## src/fhrl_pkg.sv

```systemverilog
// ----------------------------------------------------------------------------
// fhrl_pkg: fault history ring log shared definitions
// Command codes, the input and result word layouts and the control word
// passed from the controller to the datapath.
// ----------------------------------------------------------------------------
package fhrl_pkg;

	localparam logic [1:0] CMD_LOG   = 2'd0;
	localparam logic [1:0] CMD_READ  = 2'd1;
	localparam logic [1:0] CMD_CLEAR = 2'd2;

	typedef struct packed {
		logic [1:0] cmd;
		logic [7:0] fault_code;
		logic [7:0] fault_arg;
		logic [7:0] read_index;
	} in_word_t;

	typedef struct packed {
		logic [7:0] entry_code;
		logic [7:0] entry_arg;
		logic       entry_valid;
		logic [3:0] entry_count;
	} out_word_t;

	// controller -> datapath
	typedef struct packed {
		logic load;   // input word accepted this cycle
	} fhrl_ctrl_t;

endpackage

```

## src/fhrl_ctrl.sv

```systemverilog
// ----------------------------------------------------------------------------
// fhrl_ctrl: handshake controller
// Tracks whether a result word is held; tells the datapath when to take an
// input word.
// ----------------------------------------------------------------------------
module fhrl_ctrl import fhrl_pkg::*; (
	input  logic       clk,
	input  logic       arst_n,
	input  logic       in_valid,
	output logic       in_ready,
	output logic       out_valid,
	input  logic       out_ready,
	output fhrl_ctrl_t ctrl
);

	localparam logic ST_IDLE = 1'b0;
	localparam logic ST_HOLD = 1'b1;

	logic state_q;
	logic state_d;

	// a held result leaving this cycle frees the register for the next word
	assign in_ready  = (state_q == ST_IDLE) || out_ready;
	assign out_valid = (state_q == ST_HOLD);
	assign ctrl.load = in_valid && in_ready;

	always_comb begin
		state_d = state_q;
		unique case (state_q)
			ST_IDLE: begin
				if (ctrl.load) begin
					state_d = ST_HOLD;
				end
			end
			ST_HOLD: begin
				if (ctrl.load) begin
					state_d = ST_HOLD;
				end else if (out_ready) begin
					state_d = ST_IDLE;
				end
			end
			default: begin
				state_d = ST_IDLE;
			end
		endcase
	end

	always_ff @(posedge clk or negedge arst_n) begin
		if (!arst_n) begin
			state_q <= ST_IDLE;
		end else begin
			state_q <= state_d;
		end
	end

endmodule

```

## src/fhrl_dp.sv

```systemverilog
// ----------------------------------------------------------------------------
// fhrl_dp: fault history ring log datapath
// Entry memory, oldest pointer, fill count and the registered result.
// ----------------------------------------------------------------------------
module fhrl_dp import fhrl_pkg::*; #(
	parameter int LOG_DEPTH = 8
) (
	input  logic       clk,
	input  logic       arst_n,
	input  fhrl_ctrl_t ctrl,
	input  in_word_t   in_data,
	output out_word_t  out_data
);

	localparam int PW = (LOG_DEPTH > 1) ? $clog2(LOG_DEPTH) : 1;
	localparam int CW = $clog2(LOG_DEPTH + 1);
	localparam int SW = CW + 1;

	logic [15:0]   mem [LOG_DEPTH];
	logic [15:0]   rd_q;
	logic [PW-1:0] oldest_q;
	logic [CW-1:0] fill_q;
	logic          hit_q;

	logic          full;
	logic          hit;
	logic [SW-1:0] wr_sum;
	logic [SW-1:0] wr_red;
	logic [SW-1:0] rd_sum;
	logic [SW-1:0] rd_red;
	logic [PW-1:0] wr_slot;
	logic [PW-1:0] rd_slot;
	logic [PW-1:0] oldest_inc;

	assign full = (fill_q == CW'(LOG_DEPTH));
	assign hit  = (in_data.cmd == CMD_READ) && (8'(fill_q) > in_data.read_index);

	// sums for writes and in-range reads stay below twice the depth, so one subtract wraps them;
	// when full, oldest + depth wraps back onto the oldest slot
	assign wr_sum  = SW'(oldest_q) + SW'(fill_q);
	assign wr_red  = (wr_sum >= SW'(LOG_DEPTH)) ? (wr_sum - SW'(LOG_DEPTH)) : wr_sum;
	assign wr_slot = wr_red[PW-1:0];

	// index only matters when below the count, so its low bits suffice
	assign rd_sum  = SW'(oldest_q) + SW'(in_data.read_index[CW-1:0]);
	assign rd_red  = (rd_sum >= SW'(LOG_DEPTH)) ? (rd_sum - SW'(LOG_DEPTH)) : rd_sum;
	assign rd_slot = rd_red[PW-1:0];

	assign oldest_inc = (oldest_q == PW'(LOG_DEPTH - 1)) ? '0 : oldest_q + PW'(1);

	always_ff @(posedge clk or negedge arst_n) begin
		if (!arst_n) begin
			oldest_q <= '0;
			fill_q   <= '0;
			hit_q    <= 1'b0;
		end else if (ctrl.load) begin
			hit_q <= hit;
			if (in_data.cmd == CMD_LOG) begin
				if (full) begin
					oldest_q <= oldest_inc;
				end else begin
					fill_q <= fill_q + CW'(1);
				end
			end else if (in_data.cmd == CMD_CLEAR) begin
				oldest_q <= '0;
				fill_q   <= '0;
			end
		end
	end

	always_ff @(posedge clk) begin
		if (ctrl.load && (in_data.cmd == CMD_LOG)) begin
			mem[wr_slot] <= {in_data.fault_code, in_data.fault_arg};
		end
		if (ctrl.load && (in_data.cmd == CMD_READ)) begin
			rd_q <= mem[rd_slot];
		end
	end

	assign out_data.entry_code  = hit_q ? rd_q[15:8] : 8'd0;
	assign out_data.entry_arg   = hit_q ? rd_q[7:0] : 8'd0;
	assign out_data.entry_valid = hit_q;
	assign out_data.entry_count = 4'(fill_q);

endmodule

```

## src/fault_history_ring_log.sv

```systemverilog
// ----------------------------------------------------------------------------
// fault_history_ring_log: circular overwrite fault history
// Top level: handshake controller plus entry memory datapath.
// ----------------------------------------------------------------------------
// Keeps the last LOG_DEPTH fault code/argument pairs in a ring. A log word
// appends a pair, overwriting the oldest once full; a read word returns the
// entry at read_index counted from the oldest, with entry_valid set when the
// index is below the count (code, argument and valid are zero otherwise, and
// for log, clear and the unused command code, which changes nothing). A clear
// word empties the log. Each input word yields exactly one result word in the
// cycle after it is accepted, and every result carries the count after the
// operation (masked to four bits). The single result register is the only
// stage; a new input word is taken in the same cycle the held result leaves,
// so the block sustains one word per cycle while the sink keeps out_ready
// high. The result comes from the registered read port of the entry
// memory. There is no clearing pass after reset: entries never written are
// unreachable because reads are bounded by the fill count.
// ----------------------------------------------------------------------------
module fault_history_ring_log import fhrl_pkg::*; #(
	parameter int LOG_DEPTH = 8
) (
	input  logic      clk,
	input  logic      arst_n,
	input  logic      in_valid,
	output logic      in_ready,
	input  in_word_t  in_data,
	output logic      out_valid,
	input  logic      out_ready,
	output out_word_t out_data
);

	fhrl_ctrl_t ctrl;

	// handshake: holds or frees the result register
	fhrl_ctrl u_ctrl (
		.clk       (clk),
		.arst_n    (arst_n),
		.in_valid  (in_valid),
		.in_ready  (in_ready),
		.out_valid (out_valid),
		.out_ready (out_ready),
		.ctrl      (ctrl)
	);

	// ring storage, pointers and result register
	fhrl_dp #(
		.LOG_DEPTH (LOG_DEPTH)
	) u_dp (
		.clk      (clk),
		.arst_n   (arst_n),
		.ctrl     (ctrl),
		.in_data  (in_data),
		.out_data (out_data)
	);

`ifndef ASSERT_OFF
	// a clear always reports an empty log
	a_clear_empties: assert property (@(posedge clk) disable iff (!arst_n)
		(in_valid && in_ready && (in_data.cmd == CMD_CLEAR)) |=>
		(out_valid && (out_data.entry_count == 4'd0)))
		else $error("clear did not report an empty log");

	// a log leaves at least one entry (count not aliased by the 4-bit mask)
	a_log_nonempty: assert property (@(posedge clk) disable iff (!arst_n)
		((LOG_DEPTH < 16) && in_valid && in_ready && (in_data.cmd == CMD_LOG)) |=>
		(out_data.entry_count != 4'd0))
		else $error("log reported an empty log");

	// only a read may return a valid entry
	a_valid_only_read: assert property (@(posedge clk) disable iff (!arst_n)
		(in_valid && in_ready && (in_data.cmd != CMD_READ)) |=>
		!out_data.entry_valid)
		else $error("valid entry on a non-read command");

	// an invalid result carries code none and argument zero
	a_invalid_zero: assert property (@(posedge clk) disable iff (!arst_n)
		(out_valid && !out_data.entry_valid) |->
		((out_data.entry_code == 8'd0) && (out_data.entry_arg == 8'd0)))
		else $error("invalid result with nonzero payload");
`endif

endmodule

```

## config.mk

```make
export PLATFORM = sky130hd
export DESIGN_NAME = fault_history_ring_log
export DESIGN_NICKNAME = d
export VERILOG_FILES = /design/src/fhrl_pkg.sv /design/src/fhrl_ctrl.sv /design/src/fhrl_dp.sv /design/src/fault_history_ring_log.sv
export SDC_FILE = /design/constraint.sdc
export NUM_CORES = 1
export LEC_CHECK = 0
export ABC_AREA = 1
export BUFFER_PORTS_ARGS = -buffer_cell sky130_fd_sc_hd__buf_2
export CORE_MARGIN = 4
export CORE_UTILIZATION = 55
export CTS_BUF_LIST = sky130_fd_sc_hd__clkbuf_2
export CTS_CLUSTER_DIAMETER = 100
export DETAILED_ROUTE_END_ITERATION = 8
export GPL_ROUTABILITY_DRIVEN = 1
export GPL_TIMING_DRIVEN = 0
export PLACE_DENSITY = 0.78
export REMOVE_ABC_BUFFERS = 1
export SYNTH_ARGS = -nofsm -noshare
export SYNTH_HDL_FRONTEND = slang
export SYNTH_HIERARCHICAL = 1
export SYNTH_SLANG_ARGS = --single-unit
```

## constraint.sdc

```tcl
create_clock -name clk -period 3 [get_ports clk]
set_clock_uncertainty 0.1 [all_clocks]
set_input_delay 0.45 -clock clk [delete_from_list [all_inputs] [get_ports clk]]
set_output_delay 0.45 -clock clk [all_outputs]
set_load 0.005 [all_outputs]
```

After elaboration in Yosys (flattened, before gate mapping)
Memories as Yosys holds them, arrays and structs flattened. A register that Yosys moved wholly into a read port is not among the register bits. Cells that the tools add are included.

Flip-flop bits (word level): 9. Memory bits (writable): 128. Input port bits: 30. Output and inout bits: 23. Logic and storage cells: 47. Memories: 1.

Memories: u_dp.mem (depth 8, width 16, rd ports 1, clocked after memory_dff 1, wr ports 1, line fhrl_dp.sv:19) `logic [15:0] mem [LOG_DEPTH];`.

$add $sub $neg: 6. $lt $le $gt $ge: 3. Equal/unequal tests: 6. Multiplexer cells: 17. Bitwise gates (word level): 1. Reduce and logical (&&, ||, !) cells: 9.

Operator list (number): $mux 3 (6); $mux 8 (2); $mux 4 (3); $add 3x4->5 (2); $ge 5x4->1 const B (2); $gt 4x8->1 (1); $reduce_and 3->1 (2); $sub 3x1->3 const B (2); $mux 1 (5); $add 4x1->4 const B (1); $eq 4x4->1 const B (1); $logic_and 1x1->1 (4); $add 3x1->3 const B (1); $eq 3x3->1 const B (1); $eq 2x1->1 const B (1); $eq 2x2->1 const B (1); $logic_not 2->1 (1); $ne 2x1->1 const B (1); $ne 2x2->1 const B (1); $pmux 1 s2 (1); $reduce_bool 2->1 (1); $logic_or 1x1->1 (1); $not 1->1 (1).

Depth between registers and ports, before layout
Gate-level depths: netlist of run 1.

Depth after elaboration: 6. Depth in mapped cells: 11. Gate-level depth less buffers: 10.

Hierarchy
The synthesis of run 1 kept the hierarchy.

Modules (own cells, without submodules): fhrl_dp (instances 1, cells each 650, area each 6650.1 µm², sequential area each 4524.3 µm²); fhrl_ctrl (instances 1, cells each 6, area each 45.0 µm², sequential area each 25.0 µm²).

Worst setup path before layout of run 1
No wires, ideal clock.

Path kind: register to register. Start point: reg u_dp.fill_q[0]. End point: mem u_dp.mem[2][0], enable pin. Library setup time: 388 ps. Arrival: 2003 ps. Required time: 2512 ps. Path slack: 508 ps. Stages on the path, launching flop included: 7. Path buffers: 0. Clock period less this slack: 2492 ps. Cell sequence: dfrtp_1 -> ha_1 -> inv_1 -> fa_1 -> inv_1 -> nand3_1 -> nor2_1.

Cells in the longest elaborated chain, start to end: 3. Elaborated cells on any way between the ends: 4. Classes of those cells: add/sub (2); order compare (1); mux (1).

Ends and longest elaborated chain: start: declaration (line fhrl_dp.sv:22) `logic [CW-1:0] fill_q;`; start signal: assignment (line fhrl_dp.sv:62) `fill_q <= fill_q + CW'(1);`; $add 3x4->5 (*) (line fhrl_dp.sv:40) `assign wr_sum = SW'(oldest_q) + SW'(fill_q);`; $ge 5x4->1 / $sub 3x1->3 (equally long branches) (line fhrl_dp.sv:41) `assign wr_red = (wr_sum >= SW'(LOG_DEPTH)) ? (wr_sum - SW'(LOG_DEPTH)) : wr_sum;`; $mux 3 (*) (line fhrl_dp.sv:41); end: declaration (line fhrl_dp.sv:19).

Mark *: on every way between the ends. The rest lies on a longest branch, timed or not.

Worst setup path in the final report of run 1
Start point: reg u_dp.oldest_q[0]. End point: reg u_dp.rd_q[5] (read register of u_dp.mem), data pin.

Cells in the longest elaborated chain, start to end: 3. Elaborated cells on any way between the ends: 4. Classes of those cells: add/sub (2); order compare (1); mux (1).

Ends and longest elaborated chain: start: declaration (line fhrl_dp.sv:21) `logic [PW-1:0] oldest_q;`; start signal: assignment (line fhrl_dp.sv:60) `oldest_q <= oldest_inc;`; $add 3x4->5 (*) (line fhrl_dp.sv:45) `assign rd_sum = SW'(oldest_q) + SW'(in_data.read_index[CW-1:0]);`; $ge 5x4->1 / $sub 3x1->3 (equally long branches) (line fhrl_dp.sv:46) `assign rd_red = (rd_sum >= SW'(LOG_DEPTH)) ? (rd_sum - SW'(LOG_DEPTH)) : rd_sum;`; $mux 3 (*) (line fhrl_dp.sv:46); end: declaration (line fhrl_dp.sv:20) `logic [15:0] rd_q;`.

Marks and branches as above. A chain may end at the register's enable or synchronous reset.

==> results of run 1 <==
worst max-delay path: stages, from the launching register on:
cell and delay, ns:
dfrtp_1 0.52, ha_4 0.16, inv_1 0.05, fa_2 0.84
buf_12 0.26, inv_2 0.18, o21ai_0 0.17, o21ai_1 0.09
nand2_1 0.08, nand2_1 0.07
cell families (layout without fill, tap and decap cells):
family	Yosys count	count (layout)	share of synthesized area, %
AND/OR/NAND/NOR	368	368	21.1
other	0	1	0
XOR/XNOR	1	1	0.131
adder cells (fa/ha/maj)	12	12	2.47
AO/OA/AOI/OAI	39	39	2.92
buffers and inverters	83	178	5.42
flip-flops	153	153	68.0
state kept, by name, indices dropped and copies added (netlist names):
signal and flops:
u_dp/hit_q 1, u_dp/rd_q 16, u_dp/mem 128, u_ctrl/out_valid 1, u_dp/oldest_q 3, u_dp/fill_q 4
where the power goes:
group          total, mW  leakage [nW]  internal [mW]  switching (mW)
Sequential          2.41          1.42           2.39          0.0231
Clock               1.28         0.162          0.563           0.718
Combinational      0.771          1.81          0.254           0.517
Total               4.47          3.39           3.21            1.26
final cells by class:
cell class                 count  area, um2  area share (%)
sequential                   153       4550            58.7
multi-input combinational    420       1820            23.5
tap                          147        184            2.37
antenna                        1       2.50          0.0323
inverter                      58        218            2.81
clock buffer                  19       95.1            1.23
clock inverter                13        191            2.47
timing repair buffer          88        693            8.94
metal layers:
layer	track usage, %	wire [um]	up-vias
met5	0	0	-
met4	11.1	505	0
met3	5.02	1110	54
met2	35.7	7640	233
met1	25.5	5880	2292
li1	-	-	2289
timing repair:
action | 4_1_cts | 5_1_grt
buffers inserted | 0 | 1
setup endpoints to repair | 0 | 8
hold buffers | 26 | 0
hold endpoints to repair | 146 | 0
how the worst min path moves through the flow:
stage | slack (ns) | to | cells past startpoint
3_3_place_gp | 0.21 | u_dp/fill_q[3] | 1
6_report | 0.18 | u_dp/hit_q | 7
3_5_place_dp | 0.22 | u_dp/fill_q[3] | 1
2_1_floorplan | 0.05 | u_ctrl/out_valid | 0
5_1_grt | 0.13 | u_dp/hit_q | 5
4_1_cts | 0.11 | u_dp/hit_q | 6
cells in the final DEF (no fill, tap or decap), drive strengths merged:
cell and instances:
dlygate4sd3 26, nor2 64, o21ai 37, clkinvlp 3
clkinv 3, a21oi 2, xnor2 1, ha 10
fa 2, nand4 2, nand2 286, inv 61
edfxtp 144, buf 62, dfrtp 9, clkbuf 19
bufinv 4, nand3 16, diode 1
per-stage QoR:
| stage | hold WS (ns) | TNS [ns] |
|---|---|---|
| 2_1_floorplan | 0.0544 | -3.49 |
| 3_3_place_gp | 0.212 | -41.89 |
| 3_5_place_dp | 0.219 | 0 |
| 4_1_cts | 0.109 | 0 |
| 5_1_grt | 0.131 | 0 |
| 6_report | 0.183 | 0 |
==> run metrics, run 1 <==
synth top area cells=edfxtp_1 (65%), nand2_1 (16%), nor2_1 (3.5%); CORE AREA=between 0.01 and 0.015 mm2; Final Hold Viols=0; leakage power=about 3.4 nW; fillcell total=around 840; DR vias/cell=between 5 and 6; first-pass GRT wire length=22,900 um; quantity of I/O buffers inserted on ports=between 50 and 60; clk_lat worst skew=between 0.6 and 0.7 ns; DRC violations left=0; root buf cell=clkbuf_2; ys async rst share=5.88%; clock buffer count from CTS=17; VDD IR max=about 0.30 mV; Seq/Total Area, Yosys=roughly 68%; PD cells=a little under 600 mW/mm2; Antenna Nets Post-Route=0; clock sink count=between 150 and 200; CP endpoint=u_dp/rd_q[5]; initial antenna violation count=1; area grow syn2layout=15.8%; fin. max-slew vios=0; Worst Path Required=3.35 ns; CTS tree=done; Ports=between 50 and 60; Die Y=~120 um; RSZ-0062 raised after global routing=no; Top FF cell, synth=edfxtp_1; Post-CTS Resized=0; post-layout power=4.47 mW; final WL=about 15,000 um; clock transition at the registers of the reported paths=about 0.22 ns; Post-synth EDFFs=around 140; final period utilization=92.8%; Synth top area share=between 60% and 70%; CP startpoint=u_dp/oldest_q[0]; die width=about 120 um; Mean Syn Cell Area=roughly 10 um2; post-synthesis cell area=about 0.0067 mm2; CP startpoint kind=flip-flop; status=finished clean; final setup margin=~0.22 ns; CP endpoint kind=flip-flop; Synthesis Warnings=6; layout cell share with drive strength beyond 1=between 10% and 20%; min-delay src=in_data[3]; Tightest Pin Transition=around 0.93 ns; top-count cell post-synth=nand2_1; final setup fails=0; fmax=between 300 and 400 MHz; Final Non-Filler Cells=~900; row count=40; htree depth=4; worst-case reg-to-reg path depth=9; GRT Total Usage=21.2%; maximum root-to-sink buffer count=2; drt wl/cell=~17 um; Pre-Repair DR Iteration Count=5; R2R Path Start=u_dp/oldest_q[0]; NumNets Final=780; Worst Path Max Fanout=31; Final Util=64.8%; Data arrival, critical path=between 3 and 4 ns; pin count of the biggest net entering global routing=82; dpl cells=~840; post-route cell area=0.00775 mm2; Yosys cell types=21; routability cong.=0.925; CP Class=reg -> reg; Synth area leader=edfxtp_1; setup slack, reg-to-reg=~0.22 ns; Synth Instances=about 660; worst reg2reg endpoint=u_dp/rd_q[5]; GR Overflow Total=0; vias in the first global route=approximately 4,600; #FFs+latches synth=about 150; initial DRC count=approximately 500; max-cap check violation count=0; Tmin final=about 2.8 ns; Worst Hold Class=in -> reg; Die ar.=0.0140 mm2; total number of vias=~4,900; Post-DP HPWL=about 8400 um; Placed Area=0.00718 mm2; starting density of the core=56.0%; most frequent cells after synthesis=nand2_1 (284), edfxtp_1 (144), nor2_1 (63); pre-CTS WS=0.101 ns; slew margin rel.=between 30% and 40%
Power figures use the tool's default switching activity.
==> inputs of run 2 (changes only) <==
- CTS_BUF_LIST: sky130_fd_sc_hd__clkbuf_2 -> sky130_fd_sc_hd__clkbuf_16
==> run 2 against run 1 <==
Non-clock buffer count down 25. Global-route usage rose by 0.79 points. Sequential power about the same. Register-to-register slack better by 0.05 ns. Highest routed layer unchanged. Via count down 1.8%. Wire length is 1.2% higher. Die area did not move. Largest cell class unchanged. Critical path depth stayed put. Cell area increased by 1.1%. Final cell count is 2.9% lower.
==> run metrics, run 2 (synthesis results as in run 1) <==
row count=40; starting density of the core=56.0%; Ports=53; quantity of I/O buffers inserted on ports=between 50 and 60; RSZ-0062 raised after global routing=no; final setup fails=0; worst-case reg-to-reg path depth=9; largest reg by FF count=u_dp/mem; Die Y=118 um; Worst Path Required=slightly above 3 ns; min-delay src=in_valid; routability cong.=about 0.92; busiest grt layer=met2; fillcell total=~840; Hold Path Depth=3; CORE AREA=~0.012 mm2; Post-DP HPWL=8450 um; root buf cell=clkbuf_16; GR Overflow Total=0; Worst Hold Class=in -> reg; final WL=around 15,000 um; GRT met1 Usage=about a quarter; Hold Worst Slack=between 0.15 and 0.2 ns; GR Layer Usage met2=between 30% and 40%; vias in the first global route=between 4,000 and 5,000; CTS tree=done; initial DRC count=591; fmax=approximately 370 MHz; Crit path max-delay family=adder cells; cell mode on critical path=nand2_1; clock sink count=153; Tightest Pin Transition=about 0.9 ns; most common cell after layout, fill and taps aside=nand2_1; post-layout power=about 5.4 mW; Final Non-Filler Cells=between 800 and 900; CP endpoint kind=flip-flop; Final Hold Viols=0; CP startpoint kind=flip-flop; Diodes inserted=0; die width=approximately 120 um; PD cells=roughly 700 mW/mm2; layout cell share with drive strength beyond 1=between 10 and 15%; Buf+Inv Stages, Crit Path=3; NumNets Final=approximately 760; clock transition at the registers of the reported paths=~0.060 ns; final period utilization=about nine tenths; DR vias/cell=~5.5; R2R Path Start=u_dp/oldest_q[0]; GRT Total Usage=between 20% and 30%; leading registers by flop count=u_dp/mem: 128 flops, u_dp/rd_q: 16 flops, u_dp/fill_q: 4 flops; status=finished clean; CP startpoint=u_dp/oldest_q[0]; drt wl/cell=between 15 and 20 um; maximum root-to-sink buffer count=2; slew margin rel.=40.0%; clk_lat worst skew=about 0.42 ns; Die ar.=roughly 0.014 mm2; max reg flops=about 130; DRC violations left=0; initial antenna violation count=0; M3 GR Usage=4.93%; Tmin final=roughly 2.7 ns; total number of vias=4,779; setup slack, reg-to-reg=around 0.27 ns; Worst Hold Path EP=u_ctrl/out_valid; most frequent cells in the layout=nand2_1 (284), edfxtp_1 (144), inv_1 (57); VDD IR max=approximately 0.35 mV; htree depth=4; Slowest Stage Delay on Critical Path=0.85 ns; Data arrival, critical path=around 2.8 ns; worst-path cell with the longest stage delay=fa_2; dpl cells=approximately 840; max-cap check violation count=0; first-pass GRT wire length=23,700 um; worst path cell trace=ha_4, inv_1, fa_2, buf_12, inv_2, o21ai_0, o21ai_1, nand2_1, nand2_1; Setup TNS Final=0 ns; worst reg2reg endpoint=u_dp/rd_q[12]; pin count of the biggest net entering global routing=a little over 80; CP Class=reg -> reg; fin. max-slew vios=0; leakage power=between 3 and 4 nW; Pre-Repair DR Iteration Count=5; Worst Path Max Fanout=31; area grow syn2layout=17.0%; clock buffer count from CTS=17; Antenna Nets Post-Route=0
run 2: changes by cell type in the layout (fill, tap and decap cells not counted), sizes merged:
cell | before | now
diode | 1 | 0
dlygate4sd3 | 26 | 1
inv | 61 | 63
clkbuf | 19 | 17
run 2: cell type report:
class	count	area [um2]	area share (%)
Inverter	58	218	2.78
Clock inverter	15	199	2.54
Timing Repair Buffer	63	443	5.65
Clock buffer	17	425	5.43
Sequential cell	153	4550	58.1
Multi-Input combinational cell	420	1820	23.2
Tap cell	147	184	2.35
run 2: worst max-delay path by stage:
stage / end / slack, ns / cells past startpoint
after global routing: u_dp/rd_q[12] / 0.18 / 9
after floorplan: u_dp/rd_q[0] / -0.23 / 8
final: u_dp/rd_q[12] / 0.27 / 9
after global placement: u_dp/rd_q[15] / -1.61 / 9
after detailed placement: u_dp/rd_q[3] / 0.10 / 9
after CTS: u_dp/rd_q[3] / 0.19 / 8
run 2: worst min-delay path: stages:
cell and delay (ns):
buf_2 0.07, inv_1 0.04, nand2_1 0.08
run 2: routing by layer:
layer	share of wire [%]	wire, um
met1	38	5760
met4	3.5	535
met5	0	0
met2	51	7760
met3	8.3	1270
run 2: where the power goes:
| group | total [mW] | internal, mW | switching, mW |
|---|---|---|---|
| sequential | 2.42 | 2.39 | 0.0229 |
| clock | 2.23 | 1.39 | 0.842 |
| combinational | 0.753 | 0.232 | 0.520 |
run 2: what timing repair did:
action / in CTS / in global routing
setup endpoints to repair: 0 / 2
hold buffers: 1 / 0
setup buffers: 0 / 1
hold endpoints to repair: 9 / 0
gates resized for setup: 0 / 0
run 2: through the flow:
stage                     util, %  setup slack (ns)  area, um2
after floorplan                 -            -0.228       6550
after global placement       58.5             -1.61       6990
after detailed placement     60.0             0.101       7180
after CTS                    65.3             0.191       7820
after global routing         65.5             0.175       7840
final                        65.5             0.271       7840
==> inputs of run 3 (changes only) <==
- CELL_PAD_IN_SITES_DETAIL_PLACEMENT: not set -> 0
- CELL_PAD_IN_SITES_GLOBAL_PLACEMENT: not set -> 1
- CORE_UTILIZATION: 55 -> 47
- PLACE_DENSITY: 0.78 -> 0.83
==> run 3 against run 2 <==
Combinational power down 3.1%. Sequential power about the same. Fmax up 1.3%. Cell area down 0.53%. Non-clock buffer count unchanged. First-iteration DRC count down 35%. Global-route usage down 3.2 points. Critical path type unchanged. Critical endpoint is now u_dp/rd_q[3]. Largest cell class unchanged. Largest power group unchanged.
==> run metrics, run 3 (synthesis results as in run 1) <==
pin count of the biggest net entering global routing=82; Tightest Pin Transition=roughly 0.89 ns; Sw Share=between 20 and 30%; CTS tree=done; area grow syn2layout=16.4%; clock transition at the registers of the reported paths=around 0.06 ns; row count=43; CP startpoint=u_dp/oldest_q[0]; Setup TNS Final=0 ns; total number of vias=4,530; drt wl/cell=16.2 um; final WL=14,700 um; most frequent cells in the layout=nand2_1 (284), edfxtp_1 (144), inv_1 (57); final period utilization=roughly 90%; vias in the first global route=4,630; fmax=371 MHz; first-pass GRT wire length=23,300 um; quantity of I/O buffers inserted on ports=52; Final Hold Viols=0; VDD IR max=about 0.65 mV; Antenna Nets Post-Route=0; Worst Path Required=just over 3 ns; leakage power=approximately 3.4 nW; min-delay src=in_valid; die width=between 100 and 150 um; most common cell after layout, fill and taps aside=nand2_1; Diodes inserted=0; GRT Total Usage=18.8%; max-cap check violation count=0; initial DRC count=roughly 390; worst-case reg-to-reg path depth=9; R2R Path Start=u_dp/oldest_q[0]; clock buffer count from CTS=17; CORE AREA=about 0.014 mm2; DR vias/cell=~5.0; GR Overflow Total=0; worst path cell trace=ha_4, inv_1, fa_2, buf_12, inv_2, o21ai_0, o21ai_0, nand2_1, nand2_1; initial antenna violation count=1; status=finished clean; Clock power frac=38.4%; root buf cell=clkbuf_16; clock sink count=roughly 150; worst reg2reg endpoint=u_dp/rd_q[3]; Worst Hold Path EP=u_ctrl/out_valid; starting density of the core=around half; Tmin final=2.69 ns; Ports=53; DRC violations left=0; setup slack, reg-to-reg=0.31 ns; Worst Hold Class=in -> reg; Data arrival, critical path=roughly 2.8 ns; worst-path cell with the longest stage delay=fa_2; fillcell total=around 1,200; NumNets Final=about 760; CP Class=reg -> reg; largest reg by FF count=u_dp/mem; Post-CTS Resized=0; Comb pwr share=14.3%; maximum root-to-sink buffer count=2; Post-DP HPWL=8620 um; max reg flops=about 130; internal power=3.82 mW; CP startpoint kind=flip-flop; Slowest Stage Delay on Critical Path=between 0.7 and 0.8 ns; Pre-Repair DR Iteration Count=5; slew margin rel.=approximately two fifths; routability cong.=approximately 0.76; Worst Path Max Fanout=34; PD cells=between 600 and 700 mW/mm2; htree depth=4; Net Switching=1.29 mW; Crit path max-delay family=adder cells; Die ar.=approximately 0.016 mm2; Die Y=~130 um; CP endpoint kind=flip-flop; layout cell share with drive strength beyond 1=14.2%; leading registers by flop count=u_dp/mem: 128 flops, u_dp/rd_q: 16 flops, u_dp/fill_q: 4 flops; fin. max-slew vios=0; post-layout power=5.11 mW; final setup fails=0; Hold Worst Slack=~0.13 ns; RSZ-0062 raised after global routing=no; Buf+Inv Stages, Crit Path=3; Hold Path Depth=3; Flop pwr share=between 40% and 50%; clk_lat worst skew=between 0.4 and 0.5 ns
==> run 3: worst max-delay path by stage <==
| stage | cells after the start | to |
|---|---|---|
| final | 9 | u_dp/rd_q[3] |
| after global routing | 9 | u_dp/rd_q[3] |
| after CTS | 8 | u_dp/rd_q[3] |
| after detailed placement | 9 | u_dp/rd_q[15] |
| after global placement | 9 | u_dp/rd_q[2] |
| after floorplan | 8 | u_dp/rd_q[0] |
==> run 3: power by group through the flow <==
stage / combinational [mW] / clock (mW) / sequential [mW]
4_1_cts: 0.714 / 2.00 / 2.42
2_1_floorplan: 0.469 / 0 / 2.46
3_5_place_dp: 0.707 / 0 / 2.46
3_3_place_gp: 0.670 / 0 / 2.46
5_1_grt: 0.843 / 2.09 / 2.42
6_report: 0.730 / 1.96 / 2.42
==> run 3: what timing repair did <==
| action | 4_1_cts | 5_1_grt |
|---|---|---|
| endpoints found under the setup margin | 0 | 16 |
| buffers inserted | 0 | 1 |
| hold buffers | 1 | 0 |
| endpoints found under the hold margin | 9 | 0 |
==> run 3: stage by stage <==
step	cells	instance area (um2)	utilization, %	setup WS (ns)
2_1_floorplan	631	6550	-	-0.228
3_3_place_gp	863	7040	50.5	-1.69
3_5_place_dp	872	7220	51.8	0.0594
4_1_cts	904	7770	55.8	0.123
5_1_grt	905	7790	55.9	0.150
6_report	905	7790	55.9	0.307
==> run 3: layout make-up <==
type,instances,area [um2],share of cell area (%)
inverters,58,218,2.79
multi-input cells,420,1820,23.3
clock inverters,14,116,1.49
repair buffers,63,443,5.68
clock buffers,17,425,5.46
flip-flops and latches,153,4550,58.4
well taps,180,225,2.89
==> run 3: routing by layer <==
layer / track usage, % / vias up / part of all wire [%]
met1: 23.0 / 2180 / 43
met4: 5.36 / 2 / 1.2
met2: 32.7 / 97 / 51
met5: 0 / - / 0.089
li1: - / 2232 / -
met3: 5.35 / 19 / 4.8
==> run 3: tightest hold or removal path: cells and delay by family <==
family | cells | cell delay, ns
buffers and inverters | 2 | 0.11
and+or+nand+nor | 1 | 0.05
